==> src/hdl/svf_lowpass_filter_top_assert.svh <==
// ----------------------------------------------------------------------------
// Assertion macros for the state-variable low-pass filter
// Shared property forms; each use names its own label.
// ----------------------------------------------------------------------------
`ifndef SVF_LOWPASS_FILTER_TOP_ASSERT_SVH
`define SVF_LOWPASS_FILTER_TOP_ASSERT_SVH

// Same-cycle implication, disabled while reset is high
`define SVF_ASSERT_IMPL(name, clk_s, rst_s, ante, cons) \
  name: assert property (@(posedge clk_s) disable iff (rst_s) (ante) |-> (cons)) \
    else $error("svf: same-cycle check failed");

// Next-cycle implication, disabled while reset is high
`define SVF_ASSERT_NEXT(name, clk_s, rst_s, ante, cons) \
  name: assert property (@(posedge clk_s) disable iff (rst_s) (ante) |=> (cons)) \
    else $error("svf: next-cycle check failed");

`endif

==> src/hdl/svf_pkg.sv <==
// ----------------------------------------------------------------------------
// svf_pkg
// Types, constants and tables shared by the state-variable filter modules.
// ----------------------------------------------------------------------------
package svf_pkg;

  // Default sizes
  localparam int SAMPLE_WIDTH_DEF = 16;
  localparam int ACC_WIDTH_DEF    = 48;
  localparam int OUT_WIDTH        = 32;

  // Configuration port
  localparam int CFG_ADDR_WIDTH = 5;
  localparam int CFG_DATA_WIDTH = 32;

  // Register field widths
  localparam int CUTOFF_WIDTH = 13;
  localparam int RES_WIDTH    = 5;
  localparam int FRAC_WIDTH   = 3;

  // Coefficients and shifts
  localparam int K_WIDTH          = 9;
  localparam int DAMP_WIDTH       = 8;
  localparam int COEF_WIDTH       = 17;
  localparam int SHIFT_WIDTH      = 5;
  localparam int SHIFT_BASE       = 24;
  localparam int DAMP_SHIFT_EXTRA = 7;
  localparam int K_BASE           = 256;
  localparam logic [CUTOFF_WIDTH-1:0] MANT_MASK = 13'h1FF;
  localparam int FRAC_MIN         = 3;
  localparam int FRAC_MAX         = 5;

  // Product terms per sample
  localparam int NUM_OPS = 4;

  typedef enum logic [2:0] {
    REG_CUTOFF,
    REG_RESONANCE,
    REG_FRACTION,
    REG_ROUND_INPUT,
    REG_ROUND_LOWTERM,
    REG_ROUND_DAMPING,
    REG_ROUND_BANDTERM,
    REG_UPDATE_ORDER
  } reg_idx_t;

  typedef enum logic [1:0] {
    RND_FLOOR,
    RND_TO_ZERO,
    RND_HALF_AWAY,
    RND_HALF_UP
  } rmode_t;

  typedef enum logic [1:0] {
    OP_INPUT,
    OP_LOWTERM,
    OP_DAMPING,
    OP_BANDTERM
  } op_t;

  typedef enum logic [2:0] {
    ST_IDLE,
    ST_SEL,
    ST_MLO,
    ST_MHI,
    ST_PSUM,
    ST_RND,
    ST_ACC,
    ST_DONE
  } state_t;

  typedef struct packed {
    logic [CUTOFF_WIDTH-1:0] cutoff_code;
    logic [RES_WIDTH-1:0]    resonance_index;
    logic [FRAC_WIDTH-1:0]   fraction_bits;
    rmode_t                  round_input;
    rmode_t                  round_lowterm;
    rmode_t                  round_damping;
    rmode_t                  round_bandterm;
    logic                    update_order;
  } cfg_t;

  // Controller to datapath commands
  typedef struct packed {
    logic load;
    logic sel;
    logic mul_lo;
    logic mul_hi;
    logic psum;
    logic rnd;
    logic acc;
    logic commit;
    op_t  op;
  } cmd_t;

  // Damping factor per resonance index
  function automatic logic [DAMP_WIDTH-1:0] damp_factor(input logic [RES_WIDTH-1:0] idx);
    logic [DAMP_WIDTH-1:0] d;
    case (idx)
      5'd0:  d = 8'd192;
      5'd1:  d = 8'd176;
      5'd2:  d = 8'd160;
      5'd3:  d = 8'd144;
      5'd4:  d = 8'd128;
      5'd5:  d = 8'd120;
      5'd6:  d = 8'd112;
      5'd7:  d = 8'd104;
      5'd8:  d = 8'd96;
      5'd9:  d = 8'd88;
      5'd10: d = 8'd80;
      5'd11: d = 8'd72;
      5'd12: d = 8'd64;
      5'd13: d = 8'd60;
      5'd14: d = 8'd56;
      5'd15: d = 8'd52;
      5'd16: d = 8'd48;
      5'd17: d = 8'd44;
      5'd18: d = 8'd40;
      5'd19: d = 8'd36;
      5'd20: d = 8'd32;
      5'd21: d = 8'd30;
      5'd22: d = 8'd28;
      5'd23: d = 8'd26;
      5'd24: d = 8'd24;
      5'd25: d = 8'd22;
      5'd26: d = 8'd20;
      5'd27: d = 8'd18;
      5'd28: d = 8'd16;
      5'd29: d = 8'd15;
      5'd30: d = 8'd14;
      5'd31: d = 8'd13;
      default: d = 8'd192;
    endcase
    return d;
  endfunction

  // Gain from the cutoff mantissa
  function automatic logic [K_WIDTH-1:0] k_gain(input logic [CUTOFF_WIDTH-1:0] cutoff);
    logic [CUTOFF_WIDTH-1:0] mant;
    mant = (cutoff & MANT_MASK) >> 1;
    return K_WIDTH'(K_BASE) + K_WIDTH'(mant);
  endfunction

  // Product term issued at a given step for each update order
  function automatic op_t op_at(input logic order, input logic [1:0] idx);
    op_t op;
    if (!order) begin
      case (idx)
        2'd0:    op = OP_INPUT;
        2'd1:    op = OP_LOWTERM;
        2'd2:    op = OP_DAMPING;
        default: op = OP_BANDTERM;
      endcase
    end else begin
      case (idx)
        2'd0:    op = OP_BANDTERM;
        2'd1:    op = OP_INPUT;
        2'd2:    op = OP_LOWTERM;
        default: op = OP_DAMPING;
      endcase
    end
    return op;
  endfunction

endpackage

==> src/hdl/svf_regs.sv <==
// ----------------------------------------------------------------------------
// svf_regs
// Configuration register file behind an APB-style write/read port.
// ----------------------------------------------------------------------------
module svf_regs
  import svf_pkg::*;
(
  input  logic                      clk,
  input  logic                      rst,
  input  logic                      psel,
  input  logic                      penable,
  input  logic                      pwrite,
  input  logic [CFG_ADDR_WIDTH-1:0] paddr,
  input  logic [CFG_DATA_WIDTH-1:0] pwdata,
  output logic [CFG_DATA_WIDTH-1:0] prdata,
  output logic                      pready,
  output cfg_t                      cfg
);

  reg_idx_t reg_idx;
  logic     wr_en;

  assign pready  = 1'b1;
  assign reg_idx = reg_idx_t'(paddr[4:2]);
  assign wr_en   = psel & penable & pwrite & pready;

  // Write a register on the access beat
  always_ff @(posedge clk) begin
    if (rst) begin
      cfg.cutoff_code     <= '0;
      cfg.resonance_index <= '0;
      cfg.fraction_bits   <= FRAC_WIDTH'(FRAC_MIN);
      cfg.round_input     <= RND_FLOOR;
      cfg.round_lowterm   <= RND_FLOOR;
      cfg.round_damping   <= RND_FLOOR;
      cfg.round_bandterm  <= RND_FLOOR;
      cfg.update_order    <= 1'b0;
    end else if (wr_en) begin
      case (reg_idx)
        REG_CUTOFF:         cfg.cutoff_code     <= pwdata[CUTOFF_WIDTH-1:0];
        REG_RESONANCE:      cfg.resonance_index <= pwdata[RES_WIDTH-1:0];
        REG_FRACTION:       cfg.fraction_bits   <= pwdata[FRAC_WIDTH-1:0];
        REG_ROUND_INPUT:    cfg.round_input     <= rmode_t'(pwdata[1:0]);
        REG_ROUND_LOWTERM:  cfg.round_lowterm   <= rmode_t'(pwdata[1:0]);
        REG_ROUND_DAMPING:  cfg.round_damping   <= rmode_t'(pwdata[1:0]);
        REG_ROUND_BANDTERM: cfg.round_bandterm  <= rmode_t'(pwdata[1:0]);
        REG_UPDATE_ORDER:   cfg.update_order    <= pwdata[0];
        default: ;
      endcase
    end
  end

  // Read back the addressed register
  always_comb begin
    case (reg_idx)
      REG_CUTOFF:         prdata = CFG_DATA_WIDTH'(cfg.cutoff_code);
      REG_RESONANCE:      prdata = CFG_DATA_WIDTH'(cfg.resonance_index);
      REG_FRACTION:       prdata = CFG_DATA_WIDTH'(cfg.fraction_bits);
      REG_ROUND_INPUT:    prdata = CFG_DATA_WIDTH'(cfg.round_input);
      REG_ROUND_LOWTERM:  prdata = CFG_DATA_WIDTH'(cfg.round_lowterm);
      REG_ROUND_DAMPING:  prdata = CFG_DATA_WIDTH'(cfg.round_damping);
      REG_ROUND_BANDTERM: prdata = CFG_DATA_WIDTH'(cfg.round_bandterm);
      REG_UPDATE_ORDER:   prdata = CFG_DATA_WIDTH'(cfg.update_order);
      default:            prdata = '0;
    endcase
  end

endmodule

==> config.mk <==
export PLATFORM = sky130hd
export DESIGN_NAME = svf_regs
export DESIGN_NICKNAME = d
export VERILOG_FILES = /design/src/hdl/svf_lowpass_filter_top_assert.svh /design/src/hdl/svf_pkg.sv /design/src/hdl/svf_regs.sv
export SDC_FILE = /design/constraint.sdc
export NUM_CORES = 1
export LEC_CHECK = 0
export BUFFER_PORTS_ARGS = -buffer_cell sky130_fd_sc_hd__buf_2
export CORE_MARGIN = 1.5
export CORE_UTILIZATION = 35
export DETAILED_ROUTE_END_ITERATION = 8
export PLACE_DENSITY_LB_ADDON = 0.15
export SYNTH_ARGS = -nofsm -noshare
export SYNTH_HDL_FRONTEND = slang
export SYNTH_SLANG_ARGS = --single-unit
==> constraint.sdc <==
create_clock -name clk -period 2.1 [get_ports clk]
set_clock_uncertainty 0.2 [all_clocks]
set_input_delay 0.63 -clock clk [delete_from_list [all_inputs] [get_ports clk]]
set_output_delay 0.63 -clock clk [all_outputs]
set_load 0.1 [all_outputs]
==> flow_metrics.tcl <==
set metrics [dict create \
    status "complete, but fails checks" \
    violations "setup timing" \
    multiInputGateArea_um2 1160 \
    internal-power_mw 0.917 \
    synthCells 203 \
    clockBufferDepth 2 \
    antennaDiodeCount 0 \
    cp_data_required_time_ns 1.27 \
    cp_max_fo 5 \
    yosys_warnings 0 \
    gr-total-overflow 0 \
    hpwlAfterDp_um 3440 \
    period_needed_ns 2.42 \
    crit_path_top_delay_cell "a211o_1" \
    grt_max_degree 24 \
    p_per_area_nw_per_um2 516 \
    maxSlewViolCount 0 \
    vias 1651 \
    setup.worst_path.start_class "primary input" \
    hold_buffers 0 \
    final_nets 325 \
    rsz0062_at_grt "yes" \
    drive_gt1_share_pct 50.5 \
    p_leak_nw 1.25 \
    rows 25 \
    finalSetupViolCount 13 \
    use_met1_pct 23.6 \
    slowest_delay_ns 0.34 \
    drt-pass1-iter-count 4 \
    hold_violations 0 \
    root_buffer "clkbuf_8" \
    hold_ws_ns 0.284 \
    postSynthAreaPerCell_um2 8.75 \
    place_congestion 0.780 \
    synth_ff_type "dfxtp_1" \
    syn2layout_area_growth_pct 58.5 \
    p_seq_share_pct 39.7 \
    irDropWorstVdd_v 0.000321 \
    grt_pass1_vias 1390 \
    crit_start "paddr[2]" \
    clkPwrFrac_pct 31.3 \
    ys_seq_area_share_pct 33.8 \
    top_regs "cfg: 30 flops" \
    antenna_found_initial 0 \
    numCtsBuffers 5 \
    ys_seq_elements 30 \
    fin_area_um2 2820 \
    io_pins 105 \
    swShare_pct 36.8 \
    hold_path_class "reg2reg" \
    drc 0 \
    port_buffers 63 \
    wl_per_cell_um 13.8 \
    met2_usage_pct 26.7 \
    die_h_um 74.3 \
    power.switching_mw 0.534 \
    die-area_um2 5510 \
    seqCellArea_um2 622 \
    start_util_pct 36.9 \
    busiest_layer "met2" \
    endpoint_kind "output pin" \
    crit_arrival_ns 1.59 \
    drtIter0Drc 90 \
    finalCritPeriodShare_pct 115 \
    synth_edf_count 0 \
    fp.dieW_um 74.3 \
    core_um2 4820 \
    fillers 441 \
    synth_area_um2 1780 \
    cpMostUsedCell "buf_12" \
    grt_use_met3_pct 3.66 \
    clock_latency_ns 0.28 \
    largest_reg_flops 30 \
    synth_async_sr_flop_share_pct 0 \
    worstHoldStart "cfg[6]$_SDFFE_PP0P_" \
    worstSetupPathType "in2out" \
    critPathTopFamily "compound AO/OA/AOI/OAI gates" \
    regToRegStartpoint "cfg[15]$_SDFFE_PP0P_" \
    grt_pass1_wl_um 7090 \
    maxCapViolCount 0 \
    track_usage_pct 17.6 \
    ys_types 30 \
    cts_tree "built" \
    via_per_inst 4.72 \
    max_freq_mhz 413 \
    regMostFlops "cfg" \
    clkSinkCount 30 \
    worstPathCellList "buf_12, mux2i_1, a211o_1, a41oi_4, buf_12" \
    cp_num_buf_inv 2 \
    dpl-instance-area_um2 2570 \
    wl_um 4840 \
    cts_htree_levels 2 \
    finalWorstSetupSlack_ns -0.323 \
    ant_nets 0 \
    comb_power_share_pct 29.0 \
    path_clk_slew_ns 0.06 \
]
## per-layer routing
| layer | part of all wire [%] | vias to the layer above |
|---|---|---|
| met2 | 45 | 77 |
| li1 | - | 808 |
| met5 | 0 | - |
| met3 | 6.6 | 9 |
| met1 | 46 | 757 |
| met4 | 2.4 | 0 |
## cells by family (layout without fill, tap and decap cells)
group           Yosys count  in the layout  share of synthesized area (%)
buf+inv                  36             98                           13.2
other cells               2             20                          0.423
simple gates             85             85                           30.0
flops                    30             30                           33.8
mux                      27             27                           15.2
compound gates           23             23                           7.32
## worst register-to-register path, delay by kind of cell, from the launching register on
kind	cells	cell delay (ns)
flops	1	0.36
compound gates	2	0.25
## layout by cell type, fill, tap and decap left out, types with 2 or more instances in the layout
cell,Yosys,final
buf_12,0,21
mux2i_1,27,25
nor3b_1,2,2
nand4b_1,3,3
nand4_1,2,2
a21oi_1,10,9
nand2_1,4,4
dfxtp_1,30,13
nor3_4,0,3
nand3_1,9,8
clkbuf_8,0,5
and2_4,0,8
conb_1,2,20
nand3b_1,2,2
nor2_1,6,6
dfxtp_2,0,17
buf_6,1,2
buf_2,5,47
buf_4,23,19
o21ai_0,9,8
nand2b_1,35,35
clkinv_2,0,2
nor3_2,1,2
## power by group through the flow
stage	combinational (mW)	clock (mW)	sequential, mW
2_1_floorplan	0.307	0	0.620
3_3_place_gp	0.386	0	0.590
3_5_place_dp	0.388	0	0.590
4_1_cts	0.413	0.464	0.577
5_1_grt	0.437	0.488	0.577
6_report	0.421	0.454	0.577
## repair_timing
item / in CTS / in global routing
endpoints found under the setup margin: 13 / 13
gates cloned: 1 / 1
gates resized for setup: 16 / 4
pin swaps: 9 / 3
setup buffers: 6 / 0
## synth_stat cells (all sizes together), types with 3 or more instances
cell type	count	area share [%]
nor3	5	1.7
nand2b	35	12
mux2i	27	15
a21oi	10	2.8
nand2	4	0.84
nor2b	3	1.1
buf	29	12
o21ai	9	2.5
and2	8	2.8
nor2	6	1.3
nand3	9	2.5
dfxtp	30	34
clkbuf	7	1.5
nand4b	4	2.8
## final timing paths
path,end,slack [ns],cells after the start
max,prdata[1],-0.32,5
min,cfg[6]$_SDFFE_PP0P_,0.28,2
max reg2reg,cfg[15]$_SDFFE_PP0P_,1.22,2
min reg2reg,cfg[6]$_SDFFE_PP0P_,0.28,2
## metrics by stage
stage               total power, mW  cells  utilization, %  setup slack (ns)  setup TNS (ns)
floorplan                     0.927    221               -            -0.593           -4.66
global placement              0.976    335            53.5            -0.457           -5.06
detailed placement            0.977    335            53.5            -0.459           -5.35
CTS                            1.45    349            57.6            -0.338           -3.67
global route                   1.50    350            58.4            -0.351           -3.79
finish                         1.45    350            58.4            -0.323           -3.48
## final cells by class
type	instances	share of cell area, %
well taps	67	2.98
clock buffers	5	2.44
flip-flops and latches	30	22.1
clock inverters	2	0.356
repair buffers	91	31.0
multi-input cells	155	41.1
(Power assumes the default switching activity.)
