File: src/hdl/svf_lowpass_filter_top_assert.svh
// ----------------------------------------------------------------------------
// Assertion macros for the state-variable low-pass filter
// Shared property forms; each use names its own label.
// ----------------------------------------------------------------------------
`ifndef SVF_LOWPASS_FILTER_TOP_ASSERT_SVH
`define SVF_LOWPASS_FILTER_TOP_ASSERT_SVH

// Same-cycle implication, disabled while reset is high
`define SVF_ASSERT_IMPL(name, clk_s, rst_s, ante, cons) \
  name: assert property (@(posedge clk_s) disable iff (rst_s) (ante) |-> (cons)) \
    else $error("svf: same-cycle check failed");

// Next-cycle implication, disabled while reset is high
`define SVF_ASSERT_NEXT(name, clk_s, rst_s, ante, cons) \
  name: assert property (@(posedge clk_s) disable iff (rst_s) (ante) |=> (cons)) \
    else $error("svf: next-cycle check failed");

`endif

File: src/hdl/svf_pkg.sv
// ----------------------------------------------------------------------------
// svf_pkg
// Types, constants and tables shared by the state-variable filter modules.
// ----------------------------------------------------------------------------
package svf_pkg;

  // Default sizes
  localparam int SAMPLE_WIDTH_DEF = 16;
  localparam int ACC_WIDTH_DEF    = 48;
  localparam int OUT_WIDTH        = 32;

  // Configuration port
  localparam int CFG_ADDR_WIDTH = 5;
  localparam int CFG_DATA_WIDTH = 32;

  // Register field widths
  localparam int CUTOFF_WIDTH = 13;
  localparam int RES_WIDTH    = 5;
  localparam int FRAC_WIDTH   = 3;

  // Coefficients and shifts
  localparam int K_WIDTH          = 9;
  localparam int DAMP_WIDTH       = 8;
  localparam int COEF_WIDTH       = 17;
  localparam int SHIFT_WIDTH      = 5;
  localparam int SHIFT_BASE       = 24;
  localparam int DAMP_SHIFT_EXTRA = 7;
  localparam int K_BASE           = 256;
  localparam logic [CUTOFF_WIDTH-1:0] MANT_MASK = 13'h1FF;
  localparam int FRAC_MIN         = 3;
  localparam int FRAC_MAX         = 5;

  // Product terms per sample
  localparam int NUM_OPS = 4;

  typedef enum logic [2:0] {
    REG_CUTOFF,
    REG_RESONANCE,
    REG_FRACTION,
    REG_ROUND_INPUT,
    REG_ROUND_LOWTERM,
    REG_ROUND_DAMPING,
    REG_ROUND_BANDTERM,
    REG_UPDATE_ORDER
  } reg_idx_t;

  typedef enum logic [1:0] {
    RND_FLOOR,
    RND_TO_ZERO,
    RND_HALF_AWAY,
    RND_HALF_UP
  } rmode_t;

  typedef enum logic [1:0] {
    OP_INPUT,
    OP_LOWTERM,
    OP_DAMPING,
    OP_BANDTERM
  } op_t;

  typedef enum logic [2:0] {
    ST_IDLE,
    ST_SEL,
    ST_MLO,
    ST_MHI,
    ST_PSUM,
    ST_RND,
    ST_ACC,
    ST_DONE
  } state_t;

  typedef struct packed {
    logic [CUTOFF_WIDTH-1:0] cutoff_code;
    logic [RES_WIDTH-1:0]    resonance_index;
    logic [FRAC_WIDTH-1:0]   fraction_bits;
    rmode_t                  round_input;
    rmode_t                  round_lowterm;
    rmode_t                  round_damping;
    rmode_t                  round_bandterm;
    logic                    update_order;
  } cfg_t;

  // Controller to datapath commands
  typedef struct packed {
    logic load;
    logic sel;
    logic mul_lo;
    logic mul_hi;
    logic psum;
    logic rnd;
    logic acc;
    logic commit;
    op_t  op;
  } cmd_t;

  // Damping factor per resonance index
  function automatic logic [DAMP_WIDTH-1:0] damp_factor(input logic [RES_WIDTH-1:0] idx);
    logic [DAMP_WIDTH-1:0] d;
    case (idx)
      5'd0:  d = 8'd192;
      5'd1:  d = 8'd176;
      5'd2:  d = 8'd160;
      5'd3:  d = 8'd144;
      5'd4:  d = 8'd128;
      5'd5:  d = 8'd120;
      5'd6:  d = 8'd112;
      5'd7:  d = 8'd104;
      5'd8:  d = 8'd96;
      5'd9:  d = 8'd88;
      5'd10: d = 8'd80;
      5'd11: d = 8'd72;
      5'd12: d = 8'd64;
      5'd13: d = 8'd60;
      5'd14: d = 8'd56;
      5'd15: d = 8'd52;
      5'd16: d = 8'd48;
      5'd17: d = 8'd44;
      5'd18: d = 8'd40;
      5'd19: d = 8'd36;
      5'd20: d = 8'd32;
      5'd21: d = 8'd30;
      5'd22: d = 8'd28;
      5'd23: d = 8'd26;
      5'd24: d = 8'd24;
      5'd25: d = 8'd22;
      5'd26: d = 8'd20;
      5'd27: d = 8'd18;
      5'd28: d = 8'd16;
      5'd29: d = 8'd15;
      5'd30: d = 8'd14;
      5'd31: d = 8'd13;
      default: d = 8'd192;
    endcase
    return d;
  endfunction

  // Gain from the cutoff mantissa
  function automatic logic [K_WIDTH-1:0] k_gain(input logic [CUTOFF_WIDTH-1:0] cutoff);
    logic [CUTOFF_WIDTH-1:0] mant;
    mant = (cutoff & MANT_MASK) >> 1;
    return K_WIDTH'(K_BASE) + K_WIDTH'(mant);
  endfunction

  // Product term issued at a given step for each update order
  function automatic op_t op_at(input logic order, input logic [1:0] idx);
    op_t op;
    if (!order) begin
      case (idx)
        2'd0:    op = OP_INPUT;
        2'd1:    op = OP_LOWTERM;
        2'd2:    op = OP_DAMPING;
        default: op = OP_BANDTERM;
      endcase
    end else begin
      case (idx)
        2'd0:    op = OP_BANDTERM;
        2'd1:    op = OP_INPUT;
        2'd2:    op = OP_LOWTERM;
        default: op = OP_DAMPING;
      endcase
    end
    return op;
  endfunction

endpackage

File: src/hdl/svf_dp.sv
// ----------------------------------------------------------------------------
// svf_dp
// Datapath: filter state, one shared split multiplier, rounding and the
// band/low accumulation, driven step by step from the sequencer.
// ----------------------------------------------------------------------------
module svf_dp
  import svf_pkg::*;
#(
  parameter int SAMPLE_WIDTH = SAMPLE_WIDTH_DEF,
  parameter int ACC_WIDTH    = ACC_WIDTH_DEF
)(
  input  logic                           clk,
  input  logic                           rst,
  input  cfg_t                           cfg,
  input  cmd_t                           cmd,
  input  logic signed [SAMPLE_WIDTH-1:0] sample_in,
  output logic signed [OUT_WIDTH-1:0]    sample_out
);

  localparam int HALF_WIDTH = (ACC_WIDTH + 1) / 2;
  localparam int PROD_WIDTH = HALF_WIDTH + COEF_WIDTH;
  localparam int FULL_WIDTH = ACC_WIDTH + COEF_WIDTH;

  // Coefficient and shift decode
  logic [K_WIDTH-1:0]     k;
  logic [SHIFT_WIDTH-1:0] shift_k;
  logic [SHIFT_WIDTH-1:0] shift_d;
  logic [1:0]             frac_sel;
  logic [2:0]             in_shift;

  // Filter state and working sums
  logic signed [ACC_WIDTH-1:0] band;
  logic signed [ACC_WIDTH-1:0] low;
  logic signed [ACC_WIDTH-1:0] sum;
  logic signed [ACC_WIDTH-1:0] nlow;
  logic signed [ACC_WIDTH-1:0] xs;
  logic signed [ACC_WIDTH-1:0] sample_ext;
  logic [COEF_WIDTH-1:0]       kq;

  // Per-term operands
  logic signed [ACC_WIDTH-1:0] opnd;
  logic [COEF_WIDTH-1:0]       coef_sel;
  logic [SHIFT_WIDTH-1:0]      shamt_sel;
  rmode_t                      mode_sel;
  logic [ACC_WIDTH-1:0]        mag;
  logic                        neg;
  logic [COEF_WIDTH-1:0]       coef;
  logic [SHIFT_WIDTH-1:0]      shamt;
  rmode_t                      mode;

  // Multiplier and rounding
  logic [HALF_WIDTH-1:0] mul_a;
  logic [PROD_WIDTH-1:0] mul_p;
  logic [PROD_WIDTH-1:0] plo;
  logic [PROD_WIDTH-1:0] phi;
  logic [FULL_WIDTH-1:0] p;
  logic [SHIFT_WIDTH-1:0] sh_half;
  logic [FULL_WIDTH-1:0] p_q;
  logic [FULL_WIDTH-1:0] p_h;
  logic [FULL_WIDTH-1:0] below_mask;
  logic                  half;
  logic                  below;
  logic                  inc;
  logic [ACC_WIDTH-1:0]  qmag;
  logic                  qneg;
  logic                  sub;

  // Output rescale
  logic signed [ACC_WIDTH-1:0] low_scaled;
  logic [ACC_WIDTH-1:0]        out_full;

  assign k       = k_gain(cfg.cutoff_code);
  assign shift_k = SHIFT_WIDTH'(SHIFT_BASE) - SHIFT_WIDTH'(cfg.cutoff_code[12:9]);
  assign shift_d = shift_k + SHIFT_WIDTH'(DAMP_SHIFT_EXTRA);

  // Clamp state fraction bits to the supported range
  always_comb begin
    if (cfg.fraction_bits < FRAC_WIDTH'(FRAC_MIN)) begin
      frac_sel = 2'd0;
    end else if (cfg.fraction_bits > FRAC_WIDTH'(FRAC_MAX)) begin
      frac_sel = 2'(FRAC_MAX - FRAC_MIN);
    end else begin
      frac_sel = 2'(cfg.fraction_bits - FRAC_WIDTH'(FRAC_MIN));
    end
  end

  assign in_shift   = 3'(FRAC_MIN) + 3'(frac_sel);
  assign sample_ext = ACC_WIDTH'(sample_in);

  // Select operand, coefficient, shift and rounding for the current term
  always_comb begin
    case (cmd.op)
      OP_INPUT: begin
        opnd = xs;   coef_sel = COEF_WIDTH'(k); shamt_sel = shift_k;
        mode_sel = cfg.round_input;
      end
      OP_LOWTERM: begin
        opnd = nlow; coef_sel = COEF_WIDTH'(k); shamt_sel = shift_k;
        mode_sel = cfg.round_lowterm;
      end
      OP_DAMPING: begin
        opnd = band; coef_sel = kq;             shamt_sel = shift_d;
        mode_sel = cfg.round_damping;
      end
      OP_BANDTERM: begin
        opnd = sum;  coef_sel = COEF_WIDTH'(k); shamt_sel = shift_k;
        mode_sel = cfg.round_bandterm;
      end
      default: begin
        opnd = xs;   coef_sel = COEF_WIDTH'(k); shamt_sel = shift_k;
        mode_sel = cfg.round_input;
      end
    endcase
  end

  // Shared multiplier: low half of the magnitude, then the high half
  assign mul_a = cmd.mul_hi ? HALF_WIDTH'(mag[ACC_WIDTH-1:HALF_WIDTH]) : mag[HALF_WIDTH-1:0];
  assign mul_p = PROD_WIDTH'(mul_a) * PROD_WIDTH'(coef);

  // Rounding of the exact product
  assign sh_half    = shamt - SHIFT_WIDTH'(1);
  assign p_q        = p >> shamt;
  assign p_h        = p >> sh_half;
  assign below_mask = (FULL_WIDTH'(1) << sh_half) - FULL_WIDTH'(1);
  assign half       = p_h[0];
  assign below      = |(p & below_mask);

  always_comb begin
    if (!neg) begin
      inc = mode[1] & half;
    end else begin
      case (mode)
        RND_FLOOR:     inc = half | below;
        RND_TO_ZERO:   inc = 1'b0;
        RND_HALF_AWAY: inc = half;
        RND_HALF_UP:   inc = half & below;
        default:       inc = 1'b0;
      endcase
    end
  end

  // Subtract when the term is subtracted and positive, or added and negative
  assign sub = ((cmd.op == OP_LOWTERM) || (cmd.op == OP_DAMPING)) ^ qneg;

  assign low_scaled = nlow >>> frac_sel;
  assign out_full   = ACC_WIDTH'(0) - (ACC_WIDTH'(low_scaled) << 1);

  // Filter state: cleared on reset, replaced at commit
  always_ff @(posedge clk) begin
    if (rst) begin
      band <= '0;
      low  <= '0;
    end else if (cmd.commit) begin
      band <= sum;
      low  <= nlow;
    end
  end

  // Working registers
  always_ff @(posedge clk) begin
    // Latch the sample and seed the working sums
    if (cmd.load) begin
      xs   <= sample_ext << in_shift;
      kq   <= COEF_WIDTH'(k) * COEF_WIDTH'(damp_factor(cfg.resonance_index));
      sum  <= band;
      nlow <= low;
    end
    // Take the magnitude of the operand
    if (cmd.sel) begin
      neg   <= opnd[ACC_WIDTH-1];
      mag   <= opnd[ACC_WIDTH-1] ? ACC_WIDTH'(0) - ACC_WIDTH'(opnd) : ACC_WIDTH'(opnd);
      coef  <= coef_sel;
      shamt <= shamt_sel;
      mode  <= mode_sel;
    end
    if (cmd.mul_lo) begin
      plo <= mul_p;
    end
    if (cmd.mul_hi) begin
      phi <= mul_p;
    end
    // Join the partial products
    if (cmd.psum) begin
      p <= FULL_WIDTH'(plo) + (FULL_WIDTH'(phi) << HALF_WIDTH);
    end
    if (cmd.rnd) begin
      qmag <= p_q[ACC_WIDTH-1:0] + ACC_WIDTH'(inc);
      qneg <= neg;
    end
    // Accumulate the rounded term
    if (cmd.acc) begin
      if (cmd.op == OP_BANDTERM) begin
        nlow <= sub ? nlow - $signed(qmag) : nlow + $signed(qmag);
      end else begin
        sum <= sub ? sum - $signed(qmag) : sum + $signed(qmag);
      end
    end
    if (cmd.commit) begin
      sample_out <= out_full[OUT_WIDTH-1:0];
    end
  end

endmodule

File: config.mk
export PLATFORM = sky130hd
export DESIGN_NAME = svf_dp
export DESIGN_NICKNAME = d
export VERILOG_FILES = /design/src/hdl/svf_lowpass_filter_top_assert.svh /design/src/hdl/svf_pkg.sv /design/src/hdl/svf_dp.sv
export SDC_FILE = /design/constraint.sdc
export NUM_CORES = 2
export LEC_CHECK = 0
export BUFFER_PORTS_ARGS = -buffer_cell sky130_fd_sc_hd__buf_4
export CAP_MARGIN = 25
export CORE_UTILIZATION = 55
export CTS_CLUSTER_SIZE = 28
export DETAILED_ROUTE_END_ITERATION = 7
export MAX_ROUTING_LAYER = met4
export PLACE_DENSITY = 0.71
export SYNTH_ARGS = -nofsm -noshare
export SYNTH_HDL_FRONTEND = slang
export SYNTH_SLANG_ARGS = --single-unit
File: constraint.sdc
create_clock -name clk -period 8.9 [get_ports clk]
set_input_delay 0.445 -clock clk [delete_from_list [all_inputs] [get_ports clk]]
set_output_delay 0.445 -clock clk [all_outputs]
set_load 0.05 [all_outputs]
==> qor.txt <==
Final Hold Vio Count: 0
mean routed wirelength per cell: 21.8 um
post-synthesis cell area: 51000 um2
vias in the first global route: 39628
Slew HR: 0.266
max_cap viols: 0
fin area: 54600 um2
number of enable flip-flop cells after synthesis: 340
worst min-delay path class: primary input to flip-flop
die height: 307 um
clk_skew: 0.0713 ns
Avg Synthesized Cell Area: 9.56 um2
I/O pin cnt: 90
CP Max Fanout: 16
register area share after synthesis: 0.275
FMAX: 0.125 GHz
pin count of the biggest net entering global routing: 84
Slew Limit Fails: 0
Simple-Gate Fraction of Synth Area: 0.151
die area: 94000 um2
Sequential Area: 14100 um2
launching element type of the critical path: flip-flop
GRT Total Usage: 0.317
worst skew pair latency: 0.70 ns
final global-route overflow total: 0
area grow syn2layout: 7.00%
clk slew on worst S/H paths: 0.06 ns
worst hold slack: 0.0716 ns
clk buf depth: 3
drt first-iter violations: 3905
CTS tree: built
Yosys reg bits: 532
Vias per Instance: 6.11
Die Wd: 307 um
final period utilization: 0.898
H-tree levels: 2
Crit. End Element: flip-flop
port bufs: 86
vias: 40115
first-pass GRT wire length: 226 mm
# rows: 111
crit path DAT: 8.40 ns
Post-CTS Setup Inserts: 0
TritonCTS Buffers: 60
Post-CTS Resized: 0
mux cell area share after synthesis: 0.121
outcome: completed
Post-Syn Instances: 5339
Root Buffer: clkbuf_16
Tmin final: 7.99 ns
compound-gate portion of the synthesized area: 0.120
initial antenna violation count: 8
WP data required: 9.30 ns
largest family of logic cells by synthesized area: adder cells
ys async rst share: 0
worst-margin pin slew: 1.10 ns
critical path class: flip-flop to flip-flop
hpwl dp: 109 mm
routability cong.: 0.971
Placed Area: 52500 um2
Cell variety after synth: 103
Post-Syn Nets: 6054
RSZ-0062 raised after global routing: no
clock tree sinks: 532
final net count: 5983
footprint of the multi-input gates: 34000 um2
xor/xnor share of the synthesized area: 0.0578
area of the core: 91800 um2
setup TNS: 0 ns
dominant synthesized flop cell: edfxtp_1
Initial Util: 0.556
Yosys Warn Count: 0
# fillers: 7913
post-route ant nets: 0
share of layout cells above drive strength 1: 0.0873
DR pass1 iterations: 6
Total Wirelength: 143 mm
final setup violation count: 0
DRC violations left: 0
Synth Area in Adders: 0.216
-- logic make-up after synthesis --
kind of cell             Yosys count
multiplexers                     460
adder cells (fa/ha/maj)          657
XOR/XNOR                         337
buffers and inverters            744
AND/OR/NAND/NOR                 1626
AO/OA/AOI/OAI                    982
flip-flops                       532
other                              1
-- layer usage --
layer  vias up  global-route usage  wire [um]
li1      18443                   -          -
met5         -                   -          0
met1     19637               0.409      58800
met4         0               0.123       6080
met2      1723               0.511      67500
met3       312              0.0400      10800
-- final timing paths --
path | from | end | slack [ns] | depth (start not counted)
worst max-delay path | coef[3]$_DFFE_PP_ | plo[40]$_DFFE_PP_ | 0.91 | 21
worst max register to register | coef[3]$_DFFE_PP_ | plo[40]$_DFFE_PP_ | 0.91 | 21
worst min register to register | plo[7]$_DFFE_PP_ | p[7]$_DFFE_PP_ | 0.42 | 0
worst min-delay path | sample_in[14] | xs[21]$_DFFE_PP_ | 0.07 | 3
-- area by class of cell --
| type | instances | share of cell area |
|---|---|---|
| Multi-Input combinational cell | 4063 | 0.624 |
| Timing Repair Buffer | 143 | 0.0201 |
| Clock inverter | 46 | 0.00999 |
| Clock buffer | 66 | 0.0281 |
| Inverter | 468 | 0.0322 |
| Antenna cell | 4 | 0.000183 |
| Tap cell | 1243 | 0.0285 |
| Sequential cell | 532 | 0.257 |
-- state kept, by name, summed over array words and instances (netlist names) --
name        flops
band           48
coef           17
kq             17
low            48
mag            48
mode            2
neg             1
nlow           48
p              65
phi            41
plo            41
qmag           48
qneg            1
sample_out     31
shamt           5
sum            48
xs             23
-- placed cells by master (no fill, tap or decap), types with 40 or more instances in the layout --
cell type	synthesis	final
clkbuf_16	0	61
o21ai_0	248	248
dfxtp_1	192	192
a21o_1	79	79
mux2_2	73	73
nor2_1	321	320
a211oi_1	40	40
xnor2_1	228	226
inv_1	464	464
a21oi_1	314	314
xor2_1	109	108
and2_1	194	193
buf_4	6	136
edfxtp_1	340	340
nor2b_1	71	70
ha_1	283	280
fa_1	374	374
nand3_1	96	96
mux2i_1	272	272
nand2_1	660	660
mux4_2	94	94
nor3_1	56	56
-- stage by stage --
stage,setup WS [ns],std cells,utilization
2_1_floorplan,1.37,5339,-
3_3_place_gp,0.826,6444,0.571
3_5_place_dp,0.642,6444,0.571
4_1_cts,0.974,6557,0.594
5_1_grt,0.504,6564,0.595
6_report,0.905,6565,0.595
-- synth_stat cells, types with 40 or more instances --
| master | number | area share |
|---|---|---|
| nand2_1 | 660 | 0.049 |
| o21ai_0 | 248 | 0.024 |
| and2_1 | 194 | 0.024 |
| dfxtp_1 | 192 | 0.075 |
| nor2b_1 | 71 | 0.0087 |
| edfxtp_1 | 340 | 0.20 |
| ha_1 | 283 | 0.069 |
| nor2_1 | 321 | 0.024 |
| xnor2_1 | 228 | 0.039 |
| mux2i_1 | 272 | 0.053 |
| xor2_1 | 109 | 0.019 |
| a21o_1 | 79 | 0.012 |
| a21oi_1 | 314 | 0.031 |
| a211oi_1 | 40 | 0.0059 |
| nand3_1 | 96 | 0.0094 |
| clkbuf_1 | 203 | 0.015 |
| nor3_1 | 56 | 0.0055 |
| inv_1 | 464 | 0.034 |
| mux2_2 | 73 | 0.016 |
| mux4_2 | 94 | 0.041 |
| fa_1 | 374 | 0.15 |
-- critical path, cell delays in order, from the launching register on --
cell	delay (ns)
edfxtp_1	0.91
nand2_1	0.20
fa_1	0.57
inv_1	0.06
fa_1	0.54
inv_1	0.06
fa_1	0.49
fa_1	0.56
inv_1	0.06
fa_1	0.52
fa_1	0.50
ha_1	0.38
nand3_1	0.17
nor2_1	0.07
o31a_1	0.16
o32ai_1	0.62
nand4_1	0.34
a32o_1	0.38
o41ai_1	0.39
o21ai_1	0.16
o41ai_1	0.40
xnor2_1	0.16
-- timing repair --
item | in CTS | in global routing
setup endpoints to repair | 0 | 0
hold endpoints to repair | 1 | 0
hold buffers | 1 | 0
Power is left out: the tool's default activity adds up to more than one toggle a clock period on the data nets, which glitch-free logic cannot reach.
