`config.mk`:
```
export PLATFORM = sky130hd
export DESIGN_NAME = svf_ctrl
export DESIGN_NICKNAME = d
export VERILOG_FILES = /design/src/hdl/svf_pkg.sv /design/src/hdl/svf_ctrl.sv
export VERILOG_INCLUDE_DIRS = /design/src /design/src/hdl
export SDC_FILE = /design/constraint.sdc
export NUM_CORES = 1
export LEC_CHECK = 0
export BUFFER_PORTS_ARGS = -buffer_cell sky130_fd_sc_hd__clkbuf_2
export CAP_MARGIN = 20
export CORE_AREA = 2 2 39 41
export DETAILED_ROUTE_END_ITERATION = 10
export DIE_AREA = 0 0 41 43
export SLEW_MARGIN = 25
export SYNTH_ARGS = -nofsm -noshare
export SYNTH_HDL_FRONTEND = slang
export SYNTH_SLANG_ARGS = --single-unit
```
`constraint.sdc`:
```
create_clock -name clk -period 3.7 [get_ports clk]
set_input_delay 0 -clock clk [delete_from_list [all_inputs] [get_ports clk]]
set_output_delay 0 -clock clk [all_outputs]
set_load 0.05 [all_outputs]
```
`src/hdl/svf_lowpass_filter_top_assert.svh`:
```
// ----------------------------------------------------------------------------
// Assertion macros for the state-variable low-pass filter
// Shared property forms; each use names its own label.
// ----------------------------------------------------------------------------
`ifndef SVF_LOWPASS_FILTER_TOP_ASSERT_SVH
`define SVF_LOWPASS_FILTER_TOP_ASSERT_SVH

// Same-cycle implication, disabled while reset is high
`define SVF_ASSERT_IMPL(name, clk_s, rst_s, ante, cons) \
  name: assert property (@(posedge clk_s) disable iff (rst_s) (ante) |-> (cons)) \
    else $error("svf: same-cycle check failed");

// Next-cycle implication, disabled while reset is high
`define SVF_ASSERT_NEXT(name, clk_s, rst_s, ante, cons) \
  name: assert property (@(posedge clk_s) disable iff (rst_s) (ante) |=> (cons)) \
    else $error("svf: next-cycle check failed");

`endif

```
`src/hdl/svf_pkg.sv`:
```
// ----------------------------------------------------------------------------
// svf_pkg
// Types, constants and tables shared by the state-variable filter modules.
// ----------------------------------------------------------------------------
package svf_pkg;

  // Default sizes
  localparam int SAMPLE_WIDTH_DEF = 16;
  localparam int ACC_WIDTH_DEF    = 48;
  localparam int OUT_WIDTH        = 32;

  // Configuration port
  localparam int CFG_ADDR_WIDTH = 5;
  localparam int CFG_DATA_WIDTH = 32;

  // Register field widths
  localparam int CUTOFF_WIDTH = 13;
  localparam int RES_WIDTH    = 5;
  localparam int FRAC_WIDTH   = 3;

  // Coefficients and shifts
  localparam int K_WIDTH          = 9;
  localparam int DAMP_WIDTH       = 8;
  localparam int COEF_WIDTH       = 17;
  localparam int SHIFT_WIDTH      = 5;
  localparam int SHIFT_BASE       = 24;
  localparam int DAMP_SHIFT_EXTRA = 7;
  localparam int K_BASE           = 256;
  localparam logic [CUTOFF_WIDTH-1:0] MANT_MASK = 13'h1FF;
  localparam int FRAC_MIN         = 3;
  localparam int FRAC_MAX         = 5;

  // Product terms per sample
  localparam int NUM_OPS = 4;

  typedef enum logic [2:0] {
    REG_CUTOFF,
    REG_RESONANCE,
    REG_FRACTION,
    REG_ROUND_INPUT,
    REG_ROUND_LOWTERM,
    REG_ROUND_DAMPING,
    REG_ROUND_BANDTERM,
    REG_UPDATE_ORDER
  } reg_idx_t;

  typedef enum logic [1:0] {
    RND_FLOOR,
    RND_TO_ZERO,
    RND_HALF_AWAY,
    RND_HALF_UP
  } rmode_t;

  typedef enum logic [1:0] {
    OP_INPUT,
    OP_LOWTERM,
    OP_DAMPING,
    OP_BANDTERM
  } op_t;

  typedef enum logic [2:0] {
    ST_IDLE,
    ST_SEL,
    ST_MLO,
    ST_MHI,
    ST_PSUM,
    ST_RND,
    ST_ACC,
    ST_DONE
  } state_t;

  typedef struct packed {
    logic [CUTOFF_WIDTH-1:0] cutoff_code;
    logic [RES_WIDTH-1:0]    resonance_index;
    logic [FRAC_WIDTH-1:0]   fraction_bits;
    rmode_t                  round_input;
    rmode_t                  round_lowterm;
    rmode_t                  round_damping;
    rmode_t                  round_bandterm;
    logic                    update_order;
  } cfg_t;

  // Controller to datapath commands
  typedef struct packed {
    logic load;
    logic sel;
    logic mul_lo;
    logic mul_hi;
    logic psum;
    logic rnd;
    logic acc;
    logic commit;
    op_t  op;
  } cmd_t;

  // Damping factor per resonance index
  function automatic logic [DAMP_WIDTH-1:0] damp_factor(input logic [RES_WIDTH-1:0] idx);
    logic [DAMP_WIDTH-1:0] d;
    case (idx)
      5'd0:  d = 8'd192;
      5'd1:  d = 8'd176;
      5'd2:  d = 8'd160;
      5'd3:  d = 8'd144;
      5'd4:  d = 8'd128;
      5'd5:  d = 8'd120;
      5'd6:  d = 8'd112;
      5'd7:  d = 8'd104;
      5'd8:  d = 8'd96;
      5'd9:  d = 8'd88;
      5'd10: d = 8'd80;
      5'd11: d = 8'd72;
      5'd12: d = 8'd64;
      5'd13: d = 8'd60;
      5'd14: d = 8'd56;
      5'd15: d = 8'd52;
      5'd16: d = 8'd48;
      5'd17: d = 8'd44;
      5'd18: d = 8'd40;
      5'd19: d = 8'd36;
      5'd20: d = 8'd32;
      5'd21: d = 8'd30;
      5'd22: d = 8'd28;
      5'd23: d = 8'd26;
      5'd24: d = 8'd24;
      5'd25: d = 8'd22;
      5'd26: d = 8'd20;
      5'd27: d = 8'd18;
      5'd28: d = 8'd16;
      5'd29: d = 8'd15;
      5'd30: d = 8'd14;
      5'd31: d = 8'd13;
      default: d = 8'd192;
    endcase
    return d;
  endfunction

  // Gain from the cutoff mantissa
  function automatic logic [K_WIDTH-1:0] k_gain(input logic [CUTOFF_WIDTH-1:0] cutoff);
    logic [CUTOFF_WIDTH-1:0] mant;
    mant = (cutoff & MANT_MASK) >> 1;
    return K_WIDTH'(K_BASE) + K_WIDTH'(mant);
  endfunction

  // Product term issued at a given step for each update order
  function automatic op_t op_at(input logic order, input logic [1:0] idx);
    op_t op;
    if (!order) begin
      case (idx)
        2'd0:    op = OP_INPUT;
        2'd1:    op = OP_LOWTERM;
        2'd2:    op = OP_DAMPING;
        default: op = OP_BANDTERM;
      endcase
    end else begin
      case (idx)
        2'd0:    op = OP_BANDTERM;
        2'd1:    op = OP_INPUT;
        2'd2:    op = OP_LOWTERM;
        default: op = OP_DAMPING;
      endcase
    end
    return op;
  endfunction

endpackage

```
`src/hdl/svf_ctrl.sv`:
```
// ----------------------------------------------------------------------------
// svf_ctrl
// Sequencer: steps four product terms through the shared datapath per sample
// and owns the input ready and result valid flags.
// ----------------------------------------------------------------------------
`include "svf_lowpass_filter_top_assert.svh"

module svf_ctrl
  import svf_pkg::*;
(
  input  logic clk,
  input  logic rst,
  input  logic in_valid,
  output logic in_ready,
  output logic out_valid,
  input  logic out_ready,
  input  logic update_order,
  output cmd_t cmd
);

  localparam logic [1:0] LAST_OP = 2'(NUM_OPS - 1);

  state_t     state;
  state_t     state_next;
  logic [1:0] op_idx;

  // State register, term counter and result flag
  always_ff @(posedge clk) begin
    if (rst) begin
      state     <= ST_IDLE;
      op_idx    <= 2'd0;
      out_valid <= 1'b0;
    end else begin
      state <= state_next;
      if (cmd.load) begin
        op_idx <= 2'd0;
      end else if (cmd.acc && op_idx != LAST_OP) begin
        op_idx <= op_idx + 2'd1;
      end
      if (cmd.commit) begin
        out_valid <= 1'b1;
      end else if (out_ready) begin
        out_valid <= 1'b0;
      end
    end
  end

  // Next state and commands
  always_comb begin
    state_next = state;
    cmd        = '0;
    cmd.op     = op_at(update_order, op_idx);
    in_ready   = (state == ST_IDLE);
    case (state)
      ST_IDLE: begin
        if (in_valid) begin
          cmd.load   = 1'b1;
          state_next = ST_SEL;
        end
      end
      ST_SEL: begin
        cmd.sel    = 1'b1;
        state_next = ST_MLO;
      end
      ST_MLO: begin
        cmd.mul_lo = 1'b1;
        state_next = ST_MHI;
      end
      ST_MHI: begin
        cmd.mul_hi = 1'b1;
        state_next = ST_PSUM;
      end
      ST_PSUM: begin
        cmd.psum   = 1'b1;
        state_next = ST_RND;
      end
      ST_RND: begin
        cmd.rnd    = 1'b1;
        state_next = ST_ACC;
      end
      ST_ACC: begin
        cmd.acc    = 1'b1;
        state_next = (op_idx == LAST_OP) ? ST_DONE : ST_SEL;
      end
      ST_DONE: begin
        // Hold until the output register is free
        if (!out_valid || out_ready) begin
          cmd.commit = 1'b1;
          state_next = ST_IDLE;
        end
      end
      default: state_next = ST_IDLE;
    endcase
  end

  `SVF_ASSERT_NEXT(a_load_starts_first_term, clk, rst, cmd.load, state == ST_SEL && op_idx == 2'd0)
  `SVF_ASSERT_IMPL(a_commit_slot_free, clk, rst, cmd.commit, !out_valid || out_ready)
  `SVF_ASSERT_NEXT(a_last_term_done, clk, rst, state == ST_ACC && op_idx == LAST_OP, state == ST_DONE)
  `SVF_ASSERT_NEXT(a_commit_raises_valid, clk, rst, cmd.commit, out_valid && state == ST_IDLE)

endmodule

```
==> results of run 1 <==
## worst min path at each step
stage	slack (ns)	depth (start not counted)	start	to
2_1_floorplan	0.07	1	rst	out_valid$_SDFFE_PP0P_
3_3_place_gp	0.28	2	rst	state[1]$_SDFFE_PP0P_
3_5_place_dp	0.28	2	rst	state[2]$_SDFFE_PP0P_
4_1_cts	0.01	2	rst	state[2]$_SDFFE_PP0P_
5_1_grt	0.02	2	rst	state[2]$_SDFFE_PP0P_
6_report	0.01	2	rst	state[2]$_SDFFE_PP0P_
## state kept, by name, summed over array words and instances, names as in the netlist
name       count
op_idx         2
out_valid      1
state          3
## metrics by stage
step	setup slack, ns	power (mW)	hold WS (ns)	utilization [%]
CTS	2.20	0.200	0.0115	39.5
global placement	2.45	0.138	0.280	37.9
floorplan	1.34	0.127	0.0691	-
detailed placement	2.40	0.138	0.278	37.9
global route	2.12	0.207	0.0228	39.5
finish	2.22	0.197	0.0128	39.5
## cells by family after synthesis
logic type,count (synthesis),synth area share [%]
and+or+nand+nor,23,31.6
xor gates and xnor gates,1,1.94
AOI/OAI and AO/OA,10,15.2
buffers and inverters,6,8.59
muxes,1,2.22
adders and majority gates,5,13.9
DFF,6,26.6
## cell usage after synthesis, types with 2 or more instances
cell type,count,share of area [%]
nor3_1,7,7.8
dfxtp_1,6,27
a21oi_1,5,5.5
ha_1,5,14
inv_1,3,2.5
nor2b_1,3,4.2
and2_1,2,2.8
buf_6,2,5.0
nor2_1,2,1.7
nor3b_1,2,3.3
## area by class of cell
class,instances,area (sq um)
fill,141,837
multi-input combinational,40,293
sequential,6,120
timing repair buffer,16,80.1
clock buffer,3,22.5
tap,16,20.0
inverter,3,11.3
## metal layers
layer	vias to the layer above	wire, um	GRT usage, %
li1	216	-	-
met4	0	0	2.00
met2	17	378	16.3
met5	-	0	0
met3	0	71	6.28
met1	174	414	15.8
## where the power goes
group | switching, mW | internal (mW) | total, mW
Clock | 0.0239 | 0.0367 | 0.0607
Sequential | 0.00858 | 0.0680 | 0.0766
Combinational | 0.0437 | 0.0162 | 0.0600
Total | 0.0763 | 0.121 | 0.197
==> flow_metrics.py, run 1 <==
metrics = {
    "grt": {
        "grt_max_degree": 15,
        "globalRouteOverflowTotal": 0,
        "first_global_vias": 345,
        "grt_pass1_wl_mm": 1.41,
        "grt_util_all_layers_pct": 11.7,
        "antenna_found_initial": 0,
    },
    "timing": {
        "relSlewSlack_pct": 72.5,
        "final_max_slew_viol_count": 0,
        "rsz0062_at_grt": "false",
        "hold_violations": 0,
        "finClkSkew_ns": 0.00597,
        "final.setup.tns_ns": 0,
        "max_freq_mhz": 675,
        "setup_viol": 0,
        "worst_pin_slew_ns": 0.412,
        "fin_crit_sh_pct": 40.1,
        "min_period_ns": 1.48,
    },
    "synth": {
        "avgSynthCellArea_sq_um": 8.69,
        "synth_area_sq_um": 452,
        "synth_fp_nets": 62,
        "synth_warnings": 0,
        "yosysUniqueCellTypes": 25,
        "seq_area_frac_synth_pct": 26.6,
        "synthCells": 52,
        "async_flop_share_pct": 0,
        "synth_edf_count": 0,
        "synth-seq-cells": 6,
        "synthFlopType": "dfxtp_1",
    },
    "clocking": {
        "cts_buffers": 3,
        "path_clk_slew_ns": 0.05,
        "cts_root_buffer": "clkbuf_4",
        "clk_path_buf_depth": 2,
        "clock_sink_count": 6,
        "post_cts_resized": 0,
        "htreeDepth": 1,
        "cts_tree": "yes",
        "holdBufCountCts": 0,
        "postCtsSetupRepairBufs": 0,
        "insertion_delay_ns": 0.25,
    },
    "routing": {
        "vias_per_cell": 4.85,
        "drc": 0,
        "avgRoutedWirePerCell_um": 10.3,
        "vias": 407,
        "totalWireLength_um": 863,
        "drt-pass1-iter-count": 3,
        "antenna_left": 0,
        "drtIter0Drc": 9,
    },
    "layout": {
        "finalNetCount": 80,
        "final_area_sq_um": 547,
        "drive_gt1_share_pct": 33.8,
        "stdcell_count": 84,
        "layout.cells.most_common": "clkbuf_2",
        "final_cell_mix": "clkbuf_2 (16), nor3_1 (7), dfxtp_1 (6)",
        "diodes": 0,
        "area_delta_synth_final_pct": 21.1,
    },
    "worst_setup_path": {
        "crit_required_ns": 3.70,
        "cpMaxStageDelayCell": "dfxtp_1",
        "arrival_ns": 1.48,
        "crit-reg2reg-launch": "op_idx[0]$_SDFFE_PP0P_",
        "crit_fanout": 5,
        "r2r-end": "op_idx[1]$_SDFFE_PP0P_",
        "critPathBufInv": 2,
        "end_kind": "output port",
        "path_delay_family": "flip-flops",
        "crit_start": "op_idx[0]$_SDFFE_PP0P_",
        "cp-endpoint": "cmd[1]",
        "crit_path_start_kind": "flip-flop",
        "reg2reg_slack_ns": 2.41,
        "cpPeakStageDelay_ns": 0.41,
        "critical_path_depth": 4,
        "path_cells": "inv_1 -> ha_1 -> a21oi_1 -> clkbuf_2",
        "r2r_cells": 4,
        "crit_type": "reg2out",
    },
    "die": {
        "placement_rows": 14,
        "fp.dieArea_sq_mm": 0.00176,
        "die_w_um": 41,
        "die_y_um": 43,
        "initial_core_util_pct": 32.6,
        "coreArea_sq_mm": 0.00138,
        "boundaryPins": 17,
    },
    "outcome": {
        "status": "finished, final reports clean",
    },
    "worst_hold_path": {
        "holdCritPathClass": "in2reg",
    },
    "placement": {
        "post_dp_cell_area_sq_um": 524,
        "place_congestion": 0.637,
        "portBuffers": 16,
        "placed_cells": 81,
        "hpwl_um": 667,
    },
    "power_and_ir_drop": {
        "ir_drop_v": 0.000175,
        "p_leak_nw": 0.245,
        "powerDensity_mw_per_mm2": 361,
    },
    "flow_run": {
        "drv_cap": 0,
    },
}
No activity file was read; power rests on OpenSTA's default activity.
==> run 2, diff against run 1 <==
clock period = 1.44 ns   (was 3.7 ns; I/O delays follow)
==> run 2 against run 1 <==
Register-to-register slack lost 2.2 ns. Largest cell class unchanged. Flip-flop and latch count is the same. Sequential power grew to 2.7 times the previous value. Clock power grew 140%. Via count is 2.9% lower. Largest power group unchanged. Clock skew down 0.0032 ns. Critical endpoint is now cmd[0]. Combinational power increased to 2.8 times the previous value. Power grew to 2.6 times the previous value. Die area unchanged.
==> flow_metrics.py, run 2 (synthesis gave the netlist of run 1 again) <==
metrics = {
    "outcome": {
        "status": "finished, final reports clean",
    },
    "worst_setup_path": {
        "critPathBufInv": 1,
        "end_kind": "output port",
        "crit_fanout": 5,
        "cpMaxStageDelayCell": "dfxtp_2",
        "path_delay_family": "flip-flops",
        "path_cells": "ha_1 -> o21bai_1 -> a21oi_2 -> buf_2",
        "cpPeakStageDelay_ns": 0.34,
        "crit_type": "reg2out",
        "arrival_ns": 1.37,
        "crit_path_start_kind": "flip-flop",
        "crit_required_ns": 1.44,
    },
    "layout": {
        "seq_area_sq_um": 126,
        "nFillCells": 150,
        "fin_util_pct": 43.7,
        "area_delta_synth_final_pct": 33.8,
        "regMostFlops": "state",
        "multi_input_area_sq_um": 334,
        "layout.cells.most_common": "clkbuf_2",
        "diodes": 0,
        "top_regs": "state x3, op_idx x2, out_valid x1",
        "largest_reg_flops": 3,
        "final_area_sq_um": 604,
        "finalNetCount": 81,
        "drive_gt1_share_pct": 53.6,
        "final_cell_mix": "clkbuf_2 (14), ha_1 (5), dfxtp_2 (5)",
        "stdcell_count": 85,
    },
    "placement": {
        "placed_cells": 82,
        "portBuffers": 16,
        "hpwl_um": 738,
        "post-place-ws_ns": 0.137,
        "place_congestion": 0.715,
        "post_dp_cell_area_sq_um": 568,
    },
    "routing": {
        "avgRoutedWirePerCell_um": 10.3,
        "drc": 0,
        "drtIter0Drc": 1,
        "antenna_left": 0,
        "drt-pass1-iter-count": 2,
        "vias": 395,
        "totalWireLength_um": 876,
        "vias_per_cell": 4.65,
    },
    "worst_hold_path": {
        "holdCritPathClass": "in2reg",
    },
    "clocking": {
        "path_clk_slew_ns": 0.04,
        "cts_tree": "yes",
        "cts_root_buffer": "clkbuf_4",
        "cts_buffers": 3,
        "holdBufCountCts": 0,
        "clk_path_buf_depth": 2,
        "clock_sink_count": 6,
        "insertion_delay_ns": 0.23,
        "htreeDepth": 1,
    },
    "timing": {
        "relSlewSlack_pct": 81.3,
        "final_max_slew_viol_count": 0,
        "setup_viol": 0,
        "max_freq_mhz": 732,
        "worst_pin_slew_ns": 0.281,
        "min_period_ns": 1.37,
        "rsz0062_at_grt": "true",
        "hold_violations": 0,
        "final.setup.tns_ns": 0,
        "setup_ws_ns": 0.0747,
        "fin_crit_sh_pct": 94.8,
        "finClkSkew_ns": 0.00277,
        "hold_ws_ns": 0.0205,
    },
    "die": {
        "initial_core_util_pct": 32.6,
        "die_w_um": 41,
        "coreArea_sq_mm": 0.00138,
        "placement_rows": 14,
        "die_y_um": 43,
        "fp.dieArea_sq_mm": 0.00176,
        "boundaryPins": 17,
    },
    "grt": {
        "grt_busiest_layer": "met1",
        "met3_usage_pct": 3.14,
        "grt_pass1_wl_mm": 1.41,
        "first_global_vias": 345,
        "grt_max_degree": 13,
        "met2_usage_pct": 16.6,
        "globalRouteOverflowTotal": 0,
        "antenna_found_initial": 0,
        "grt_util_all_layers_pct": 11.8,
        "grt_use_met1_pct": 16.9,
    },
    "power_and_ir_drop": {
        "p_int_uw": 324,
        "p_seq_share_pct": 39.3,
        "pwr-share-comb_pct": 32.8,
        "design_power_total_uw": 519,
        "ir_drop_v": 0.000462,
        "p_switching_uw": 194,
        "p_sw_share_pct": 37.5,
        "p_leak_nw": 0.267,
        "pwr-share-clk_pct": 27.9,
        "powerDensity_mw_per_mm2": 859,
    },
    "flow_run": {
        "drv_cap": 0,
    },
}
-- run 2: changes by cell type in the layout (fill, tap and decap cells not counted), moves of 2 or more --
| cell | delta |
|---|---|
| clkbuf_2 | -2 |
| nor3b_1 | -2 |
| nor3_1 | -3 |
| dfxtp_2 | +5 |
| dfxtp_1 | -5 |
| a21oi_2 | +2 |
| nor3b_2 | +2 |
| nor3_2 | +2 |
| a21oi_1 | -2 |
-- run 2: what timing repair did --
item                                    in CTS  in global routing
endpoints found under the setup margin       5                  4
setup buffers                                0                  0
gates resized for setup                      4                  4
-- run 2: path summary, 6_finish.rpt --
| kind | start | to | slack, ns | cells past startpoint |
|---|---|---|---|---|
| worst max-delay path | op_idx[0]$_SDFFE_PP0P_ | cmd[0] | 0.07 | 4 |
| worst min-delay path | rst | state[0]$_SDFFE_PP0P_ | 0.02 | 2 |
| worst max register to register | op_idx[0]$_SDFFE_PP0P_ | op_idx[1]$_SDFFE_PP0P_ | 0.18 | 4 |
| worst min register to register | out_valid$_SDFFE_PP0P_ | out_valid$_SDFFE_PP0P_ | 0.52 | 2 |
-- run 2: final cells by class --
type,count,share of cell area [%]
Clock buffer,3,3.73
Inverter,3,1.86
Multi-Input combinational cell,40,55.3
Sequential cell,6,20.9
Tap cell,16,3.31
Timing Repair Buffer,17,14.9
-- run 2: power groups by stage --
stage | clock [mW] | combinational [mW] | sequential (mW)
5_1_grt | 0.166 | 0.183 | 0.207
6_report | 0.145 | 0.170 | 0.204
3_3_place_gp | 0 | 0.171 | 0.203
2_1_floorplan | 0 | 0.162 | 0.184
3_5_place_dp | 0 | 0.171 | 0.205
4_1_cts | 0.154 | 0.172 | 0.204
-- run 2: routing by layer --
metal / wire [um] / vias up / part of all wire, %
met1: 420 / 170 / 48
li1: - / 217 / -
met5: 0 / - / 0
met4: 0 / 0 / 0
met3: 37 / 0 / 4.2
met2: 418 / 8 / 48
